==> src/rtl/core/assert_macros.svh <==
// Assertion macros for the RTL files of the ID allocator (included by the sequencer).
`ifndef ASSERT_MACROS_SVH
`define ASSERT_MACROS_SVH
`ifndef SYNTH
// Checks a property on every rising clock edge outside reset.
`define ASSERT_ALWAYS(label, clk, rst, prop, msg) \
  label: assert property (@(posedge clk) disable iff (rst) (prop)) else $error(msg);
// Checks that a condition implies a consequence in the same cycle.
`define ASSERT_IMPLY(label, clk, rst, cond, cons, msg) \
  label: assert property (@(posedge clk) disable iff (rst) (cond) |-> (cons)) else $error(msg);
`else
`define ASSERT_ALWAYS(label, clk, rst, prop, msg)
`define ASSERT_IMPLY(label, clk, rst, cond, cons, msg)
`endif
`endif

==> src/rtl/core/ssia_pkg.sv <==
// Types and constants shared by the sparse-set ID allocator.
package ssia_pkg;

  localparam int POOL_SIZE = 64;
  localparam int ID_W      = $clog2(POOL_SIZE);
  localparam int CNT_W     = $clog2(POOL_SIZE + 1);

  typedef logic [ID_W-1:0]  id_t;
  typedef logic [CNT_W-1:0] cnt_t;

  typedef enum logic {
    FUNC_ALLOC = 1'b0,
    FUNC_FREE  = 1'b1
  } func_t;

  typedef enum logic [1:0] {
    ST_OK       = 2'd0,
    ST_FULL     = 2'd1,
    ST_NOT_LIVE = 2'd2
  } status_t;

  typedef struct packed {
    func_t func;
    id_t   free_id;
  } in_word_t;

  typedef struct packed {
    id_t     given_id;
    status_t status;
    cnt_t    live_count;
  } out_word_t;

  typedef struct packed {
    logic rd_en;
    id_t  rd_addr;
    logic wr_en;
    id_t  wr_addr;
    id_t  wr_data;
  } tbl_req_t;

  typedef enum logic [1:0] {
    S_IDLE,
    S_LOOKUP,
    S_SWAP
  } ctrl_state_t;

endpackage

==> src/rtl/core/sparse_set_id_allocator_top.sv <==
// Top level of the sparse-set ID allocator: sequencer and its two tables.
//
// The block keeps a pool of 64 IDs as a sparse set. The dense table lists the
// live IDs first and the free IDs after them; the sparse table maps each ID to
// its slot in the dense table, and a live count marks the boundary. Both
// tables come out of reset as identity maps; they need no clearing pass, as
// each entry carries a written flag that reset clears, and an entry not yet
// written reads as its own index. Each request word is either an allocate,
// which hands out the ID in the dense slot at the live count, or a free,
// which swaps the freed ID with the last live one in both tables. Every
// request yields exactly one response word carrying the given ID, a status
// (ok, pool full, or ID not live) and the live count afterwards; a failed
// request changes nothing. One request is in flight at a time: an allocate
// or a rejected free passes through the lookup state, a successful free
// through lookup and swap, because each table has a single write port and
// a swap writes two entries in each. The lookup reads are registered. The
// response sits in an output register, so a finished word may wait for the
// consumer while the next request is taken in; the block only stalls when a
// second result is ready before the first has left.
module sparse_set_id_allocator_top (
  input  logic                clk,
  input  logic                rst,
  input  logic                req_valid,
  output logic                req_ready,
  input  ssia_pkg::in_word_t  req,
  output logic                rsp_valid,
  input  logic                rsp_ready,
  output ssia_pkg::out_word_t rsp
);
  import ssia_pkg::*;

  tbl_req_t dense_req;
  tbl_req_t sparse_req;
  id_t      dense_rd;
  id_t      sparse_rd;

  // Sequencer: owns the live count and the response register.
  ssia_ctrl u_ctrl (
    .clk       (clk),
    .rst       (rst),
    .req_valid (req_valid),
    .req_ready (req_ready),
    .req       (req),
    .rsp_valid (rsp_valid),
    .rsp_ready (rsp_ready),
    .rsp       (rsp),
    .dense_req (dense_req),
    .sparse_req(sparse_req),
    .dense_rd  (dense_rd),
    .sparse_rd (sparse_rd)
  );

  // Dense table: slot to ID.
  ssia_table u_dense (
    .clk    (clk),
    .rst    (rst),
    .req    (dense_req),
    .rd_data(dense_rd)
  );

  // Sparse table: ID to slot.
  ssia_table u_sparse (
    .clk    (clk),
    .rst    (rst),
    .req    (sparse_req),
    .rd_data(sparse_rd)
  );

endmodule

==> src/rtl/core/ssia_table.sv <==
// One table of the sparse set: synchronous memory whose unwritten entries read as their index.
module ssia_table (
  input  logic              clk,
  input  logic              rst,
  input  ssia_pkg::tbl_req_t req,
  output ssia_pkg::id_t      rd_data
);
  import ssia_pkg::*;

  id_t                  mem [POOL_SIZE];
  logic [POOL_SIZE-1:0] written;
  id_t                  raw_q;
  id_t                  addr_q;
  logic                 hit_q;

  always_ff @(posedge clk) begin
    if (req.wr_en) begin
      mem[req.wr_addr] <= req.wr_data;
    end
    if (req.rd_en) begin
      raw_q  <= mem[req.rd_addr];
      addr_q <= req.rd_addr;
    end
  end

  always_ff @(posedge clk) begin
    if (rst) begin
      written <= '0;
      hit_q   <= 1'b0;
    end else begin
      if (req.wr_en) begin
        written[req.wr_addr] <= 1'b1;
      end
      if (req.rd_en) begin
        hit_q <= written[req.rd_addr];
      end
    end
  end

  // An entry never written since reset still holds its identity value.
  assign rd_data = hit_q ? raw_q : addr_q;

endmodule

==> src/rtl/core/ssia_ctrl.sv <==
// Sequencer of the allocator: live count, table accesses and the result register.
`include "assert_macros.svh"

module ssia_ctrl (
  input  logic                clk,
  input  logic                rst,
  input  logic                req_valid,
  output logic                req_ready,
  input  ssia_pkg::in_word_t  req,
  output logic                rsp_valid,
  input  logic                rsp_ready,
  output ssia_pkg::out_word_t rsp,
  output ssia_pkg::tbl_req_t  dense_req,
  output ssia_pkg::tbl_req_t  sparse_req,
  input  ssia_pkg::id_t       dense_rd,
  input  ssia_pkg::id_t       sparse_rd
);
  import ssia_pkg::*;

  ctrl_state_t state, state_next;
  cnt_t        live, live_next;
  func_t       func_q;
  id_t         id_q;
  cnt_t        live_dec;
  id_t         last_slot;
  logic        full;
  logic        hit_live;
  logic        out_free;
  logic        fin;
  out_word_t   fin_word;

  assign live_dec  = live - cnt_t'(1);
  assign last_slot = live_dec[ID_W-1:0];
  assign full      = (live == cnt_t'(POOL_SIZE));
  assign hit_live  = (cnt_t'(sparse_rd) < live);
  assign out_free  = !rsp_valid || rsp_ready;

  always_comb begin
    state_next = state;
    live_next  = live;
    req_ready  = 1'b0;
    dense_req  = '0;
    sparse_req = '0;
    fin        = 1'b0;
    fin_word   = '0;
    unique case (state)
      S_IDLE: begin
        req_ready = 1'b1;
        if (req_valid) begin
          dense_req.rd_en   = 1'b1;
          dense_req.rd_addr = (req.func == FUNC_FREE) ? last_slot : live[ID_W-1:0];
          sparse_req.rd_en   = 1'b1;
          sparse_req.rd_addr = req.free_id;
          state_next = S_LOOKUP;
        end
      end
      S_LOOKUP: begin
        if (func_q == FUNC_ALLOC) begin
          fin_word.given_id   = full ? '0 : dense_rd;
          fin_word.status     = full ? ST_FULL : ST_OK;
          fin_word.live_count = full ? live : live + cnt_t'(1);
          if (out_free) begin
            fin        = 1'b1;
            live_next  = fin_word.live_count;
            state_next = S_IDLE;
          end
        end else if (!hit_live) begin
          fin_word.status     = ST_NOT_LIVE;
          fin_word.live_count = live;
          if (out_free) begin
            fin        = 1'b1;
            state_next = S_IDLE;
          end
        end else begin
          // Move the last live ID into the freed ID's slot.
          dense_req.wr_en    = 1'b1;
          dense_req.wr_addr  = sparse_rd;
          dense_req.wr_data  = dense_rd;
          sparse_req.wr_en   = 1'b1;
          sparse_req.wr_addr = dense_rd;
          sparse_req.wr_data = sparse_rd;
          state_next = S_SWAP;
        end
      end
      S_SWAP: begin
        fin_word.status     = ST_OK;
        fin_word.live_count = live_dec;
        if (out_free) begin
          // Park the freed ID just past the live part.
          dense_req.wr_en    = 1'b1;
          dense_req.wr_addr  = last_slot;
          dense_req.wr_data  = id_q;
          sparse_req.wr_en   = 1'b1;
          sparse_req.wr_addr = id_q;
          sparse_req.wr_data = last_slot;
          live_next  = live_dec;
          fin        = 1'b1;
          state_next = S_IDLE;
        end
      end
      default: begin
        state_next = S_IDLE;
      end
    endcase
  end

  always_ff @(posedge clk) begin
    if (rst) begin
      state     <= S_IDLE;
      live      <= '0;
      rsp_valid <= 1'b0;
    end else begin
      state <= state_next;
      live  <= live_next;
      if (fin) begin
        rsp_valid <= 1'b1;
      end else if (rsp_ready) begin
        rsp_valid <= 1'b0;
      end
    end
  end

  always_ff @(posedge clk) begin
    if (fin) begin
      rsp <= fin_word;
    end
    if (req_valid && req_ready) begin
      func_q <= req.func;
      id_q   <= req.free_id;
    end
  end

  `ASSERT_ALWAYS(a_live_bound, clk, rst, live <= cnt_t'(POOL_SIZE), "live count beyond pool size")
  `ASSERT_IMPLY(a_rsp_count, clk, rst, rsp_valid, rsp.live_count == live, "posted count is stale")
  `ASSERT_IMPLY(a_idle_no_write, clk, rst, state == S_IDLE, !dense_req.wr_en && !sparse_req.wr_en, "table write while idle")

endmodule

==> config.mk <==
export PLATFORM = sky130hd
export DESIGN_NAME = sparse_set_id_allocator_top
export DESIGN_NICKNAME = d
export VERILOG_FILES = /design/src/rtl/core/ssia_pkg.sv /design/src/rtl/core/sparse_set_id_allocator_top.sv /design/src/rtl/core/ssia_table.sv /design/src/rtl/core/ssia_ctrl.sv
export VERILOG_INCLUDE_DIRS = /design/src /design/src/rtl/core
export SDC_FILE = /design/constraint.sdc
export NUM_CORES = 1
export LEC_CHECK = 0
export ABC_AREA = 1
export BUFFER_PORTS_ARGS = -buffer_cell sky130_fd_sc_hd__buf_2
export CAP_MARGIN = 20
export CORE_MARGIN = 4
export CORE_UTILIZATION = 60
export CTS_BUF_LIST = sky130_fd_sc_hd__clkbuf_8
export DETAILED_ROUTE_END_ITERATION = 6
export PLACE_DENSITY = 0.78
export SETUP_SLACK_MARGIN = 0.02
export SLEW_MARGIN = 20
export SYNTH_ARGS = -nofsm -noshare
export SYNTH_HDL_FRONTEND = slang
export SYNTH_HIERARCHICAL = 1
export SYNTH_SLANG_ARGS = --single-unit
==> constraint.sdc <==
create_clock -name clk -period 7.2 [get_ports clk]
set_input_delay 0.72 -clock clk [delete_from_list [all_inputs] [get_ports clk]]
set_output_delay 0.72 -clock clk [all_outputs]
set_load 0.01 [all_outputs]
After elaboration in Yosys (flattened, before gate mapping) --
Memories as Yosys holds them, arrays and structs flattened. A register that Yosys moved wholly into a read port is not among the register bits. Index checks and enable logic that the tools add are counted.
Cells by class: reduce and logical (&&, ||, !) cells 10, magnitude comparators 7, bitwise logic cells 3, multiplexer cells 48, equal/unequal tests 7, add/sub/neg operators 2
Operators by type and width (number):
- $or A64 B64 Y64 | 2
- $mux W13 | 6
- $mux W7 | 8
- $pmux W13 S2 | 2
- $lt A6 B7 Y1 const B | 4
- $mux W6 | 3
- $mux W9 | 2
- $pmux W9 S2 | 1
- $mux W1 | 15
- $pmux W7 S2 | 1
- $bmux W1 S6 | 2
- $demux W1 S6 | 2
- $ge A6 B1 Y1 const B | 2
- $mux W2 | 4
- $add A7 B1 Y7 const B | 1
- $eq A7 B7 Y1 const B | 1
- $lt A6 B7 Y1 | 1
- $sub A7 B1 Y7 const B | 1
- $pmux W2 S3 | 1
- $ne A2 B1 Y1 const B | 2
- $ne A2 B2 Y1 const B | 2
- $reduce_and A4 Y1 | 1
- $reduce_bool A2 Y1 | 2
- $logic_and A1 B1 Y1 | 3
- 8 further kinds | 8
Storage, ports and cells: word-level logic and storage cells 93, register bits after elaboration 174, bits of input ports 11, RAM bits 768, output and inout bits 17, memories 2
Memories:
- u_dense.mem | depth 64, bits a word 6, rd ports 1, clocked after memory_dff 1, write ports 1, RTL line ssia_table.sv:10 | id_t mem [POOL_SIZE];
- u_sparse.mem | depth 64, bits a word 6, rd ports 1, clocked after memory_dff 1, write ports 1, RTL line ssia_table.sv:10

Depth between registers and ports, before layout --
word-level depth 10, depth in mapped cells 24, depth with buffers taken out 21

By module --
The synthesis kept the hierarchy.
Modules (own cells, without submodules):
- ssia_table (u_sparse) | sequential area each 13192.7 µm², times used 1, cells an instance 1684, area an instance 18685.4 µm²
- ssia_table (u_dense) | sequential area each 13192.7 µm², times used 1, cells an instance 1684, area an instance 18596.6 µm²
- ssia_ctrl | sequential area each 860.8 µm², times used 1, cells an instance 289, area an instance 2203.4 µm²

Worst setup path before layout --
Ideal clock, no wire load.
kind flip-flop to flip-flop, from register u_sparse.hit_q, to memory u_sparse/mem[37][0] (netlist bit) (enable), setup slack 2.048 ns, path buffers 3, data required time 6.843 ns, clock period less this slack 5.152 ns, arrival 4.795 ns, library setup time 0.357 ns, stages on the path, launching flop included 21, cells stage by stage dfxtp_1 clkbuf_1 inv_1 nand2_1 nand2_1 ha_1 nand2_1 nand2_1 a21oi_2 nand2_2 nor3b_4 buf_6 nand2_1 a21oi_1 buf_4 inv_1 nor3_1 inv_1 nor2_1 inv_1 nor2_1
RTL lines:
- from (decl) | RTL line ssia_table.sv:14 | logic hit_q;
- from (signal assigned) | RTL line ssia_table.sv:35 | hit_q <= written[req.rd_addr];
- to (decl) | RTL line ssia_table.sv:10

==> reports/qor.txt <==
Status = finished, final reports clean
Post-synthesis net count = 3680
Initial antenna violation count = 1
Period utilisation layout = 0.661
Layout area overhead = 8.63%
Die H = 265 um
Post-Synthesis Cells = 3657
CP arrival = 5.19 ns
Area fraction of the dominant cell type after synthesis = 0.619
Starting density of the core = 0.609
Worst clock skew = 0.0485 ns
Final worst setup slack = 2.44 ns
GRT overflow = 0
Starting DRC count in detailed routing = 3899
Power Density = 278 nW/um^2
Clock Latency Late Sink = 0.81 ns
Bufs on Longest Clock Path = 3
Post-route minimum period = 4.76 ns
EDFF count, synth = 814
YS warnings = 6
Leak pwr = 14.6 nW
Worst path cell trace = inv_1, nand2_1, nand2_1, ha_1, nand2_1, nand2_1, a21oi_2, nand2_2, nor3b_4, nand2_1, a21oi_4, buf_4, inv_1, nor3_1, inv_1, nor2_1
Type of origin of the critical path = register
Num CTS Buffers = 149
Sequential area share after synthesis = 0.690
DR WL/cell = 21.4 um
Slew Limit Headroom = 0.158
Hold path start = req[4]
WP buf/inv = 4
Full die area = 70000 um^2
CP endpoint kind = register
Clock sink count = 954
Placement Setup Slack = 2.54 ns
Drt first pass iters = 6
RR Startpoint = u_sparse/hit_q
Setup bufs post-CTS = 0
DP HPWL = 56500 um
Unrepaired setup endpoints after global routing = false
Rows = 93
Main flop type after synthesis = edfxtp_1
Min Hold Slack = 0.141 ns
Sum Neg Setup Slack = 0 ns
Hold Fails Final Rpt = 0
# setup viols final = 0
Synthesized area = 39500 um^2
Worst setup path start = u_sparse/hit_q
First-pass GRT wire length = 152000 um
Routability cong. = 0.910
Final net count = 3673
Post-CTS resize count = 0
Die W = 265 um
Worst-margin pin slew = 1.26 ns
Fmax = 210 MHz
Hold crit path type = primary input to register
Worst VDD drop = 0.000203 V
Clock-pin slew on the worst setup and hold paths = 0.07 ns
Unique masters post-synth = 35
DRT Wirelength = 99100 um
Post-Syn Area per Cell = 10.8 um^2
Number of synthesized register bits = 954
Vias in the first global route = 26.8k
IO buf count = 27
Antenna-violating nets left = 0
Most used cell, CP = nand2_1
DRC = 0
Top Ports = 28
Root Buffer = clkbuf_8
Design Power = 11.9 mW
Final Max Tran Viols = 0
Critical path's slowest cell = buf_4
WS Path Type = register to register
Vias per cell = 6.09
Largest net degree at the start of global routing = 225
Fillcell total = 4755
GRT Total Usage = 0.277
Critical path's top delay family = simple AND/OR/NAND/NOR gates
Max stage delay on crit path = 0.61 ns
Cell taking the most area after synthesis = edfxtp_1
H-Tree Depth = 4
Async SR Flop Fraction = 0
Req. time, crit path = 7.63 ns
Core Area = 64800 um^2
Fraction of layout cells with a size suffix above 1 = 0.0869
Critical path fanouts, max = 69
Hold buffers post-CTS = 0
Vias = 28.2k
Largest cells by area after synthesis = edfxtp_1 62%, nor2_1 7.7%, dfxtp_1 7.1%, nand2_1 6.1%, o21ai_0 3.4%
CTS tree = done
Max Cap Viol = 0
==> synthesized netlist by cell type (30+ instances only) <==
cell type    n
buf_2       72
buf_4       36
clkbuf_1    79
dfxtp_1    140
edfxtp_1   814
inv_1      116
nand2_1    638
nand3_1    203
nor2_1     811
nor3_1      30
o21ai_0    265
o21ai_1    135
o22ai_1    185
==> worst paths after layout <==
| kind | to | slack (ns) | cells past startpoint |
|---|---|---|---|
| setup / recovery | u_dense/mem[11][0] | 2.44 | 16 |
| hold / removal | u_ctrl/id_q[4] | 0.14 | 1 |
| setup reg to reg | u_dense/mem[11][0] | 2.44 | 16 |
| hold reg to reg | u_dense/written[22] | 0.47 | 2 |
==> registers in the layout, indices dropped and copies added (netlist names), 2 cells and up <==
| signal | cells |
|---|---|
| u_ctrl/rsp | 15 |
| u_sparse/written | 64 |
| u_ctrl/live | 7 |
| u_ctrl/state | 2 |
| u_ctrl/id_q | 6 |
| u_sparse/addr_q | 6 |
| u_dense/raw_q | 6 |
| u_sparse/mem | 384 |
| u_dense/mem | 384 |
| u_dense/addr_q | 6 |
| u_sparse/raw_q | 6 |
| u_dense/written | 64 |
==> layer usage <==
layer,global-route usage,up-vias,wire length [um]
met3,0.0680,237,11700
met2,0.424,1765,45900
met1,0.393,13491,38600
li1,-,12707,-
met4,0.103,0,2980
met5,0,-,0
==> stage by stage <==
| step | cells | util | instance area [um^2] |
|---|---|---|---|
| 2_1_floorplan | 3657 | - | 39500 |
| 3_3_place_gp | 4353 | 0.616 | 39900 |
| 3_5_place_dp | 4353 | 0.616 | 39900 |
| 4_1_cts | 4630 | 0.661 | 42900 |
| 5_1_grt | 4632 | 0.662 | 42900 |
| 6_report | 4632 | 0.662 | 42900 |
==> power by group <==
part / switching [mW] / total (mW) / internal [mW]
logic: 1.05 / 1.42 / 0.369
clock network: 2.16 / 4.44 / 2.28
registers: 0.0364 / 6.05 / 6.02
==> cells in the final DEF, fill, tap and decap left out, types with 6 or more instances in the layout <==
cell      count
xor2_1        8
clkinv_8      7
edfxtp_1    814
nor2_2       11
nor3_1       30
nand3_1     203
inv_1       168
inv_2         7
o21ai_1     135
o211ai_1      6
clkinv_2     24
o21ai_0     264
nand2_1     638
ha_1         12
clkinv_1     15
o22ai_2      10
a21oi_1      11
a21oi_4      12
dfxtp_1     140
o22ai_1     185
clkbuf_8    171
buf_4        36
buf_2        26
nor2_1      807
==> layout make-up <==
type,count,area (um^2),area share
sequential,954,27200,0.635
clock inverter,106,618,0.0144
antenna,1,2.50,0.0000583
multi-input combinational,2352,10600,0.248
tap,855,1070,0.0249
inverter,127,487,0.0113
timing repair buffer,66,472,0.0110
clock buffer,171,2350,0.0549
==> cells by family (layout without fill, tap and decap cells) <==
| logic type | count (synthesis) | after routing | synth area share |
|---|---|---|---|
| AO/OA/AOI/OAI | 631 | 631 | 0.0886 |
| XOR/XNOR | 9 | 9 | 0.00200 |
| adder cells (fa/ha/maj) | 12 | 12 | 0.00380 |
| buffers and inverters | 351 | 470 | 0.0451 |
| flip-flops | 954 | 954 | 0.690 |
| other | 0 | 1 | 0 |
| AND/OR/NAND/NOR | 1700 | 1700 | 0.170 |
Power figures use the tool's default switching activity.
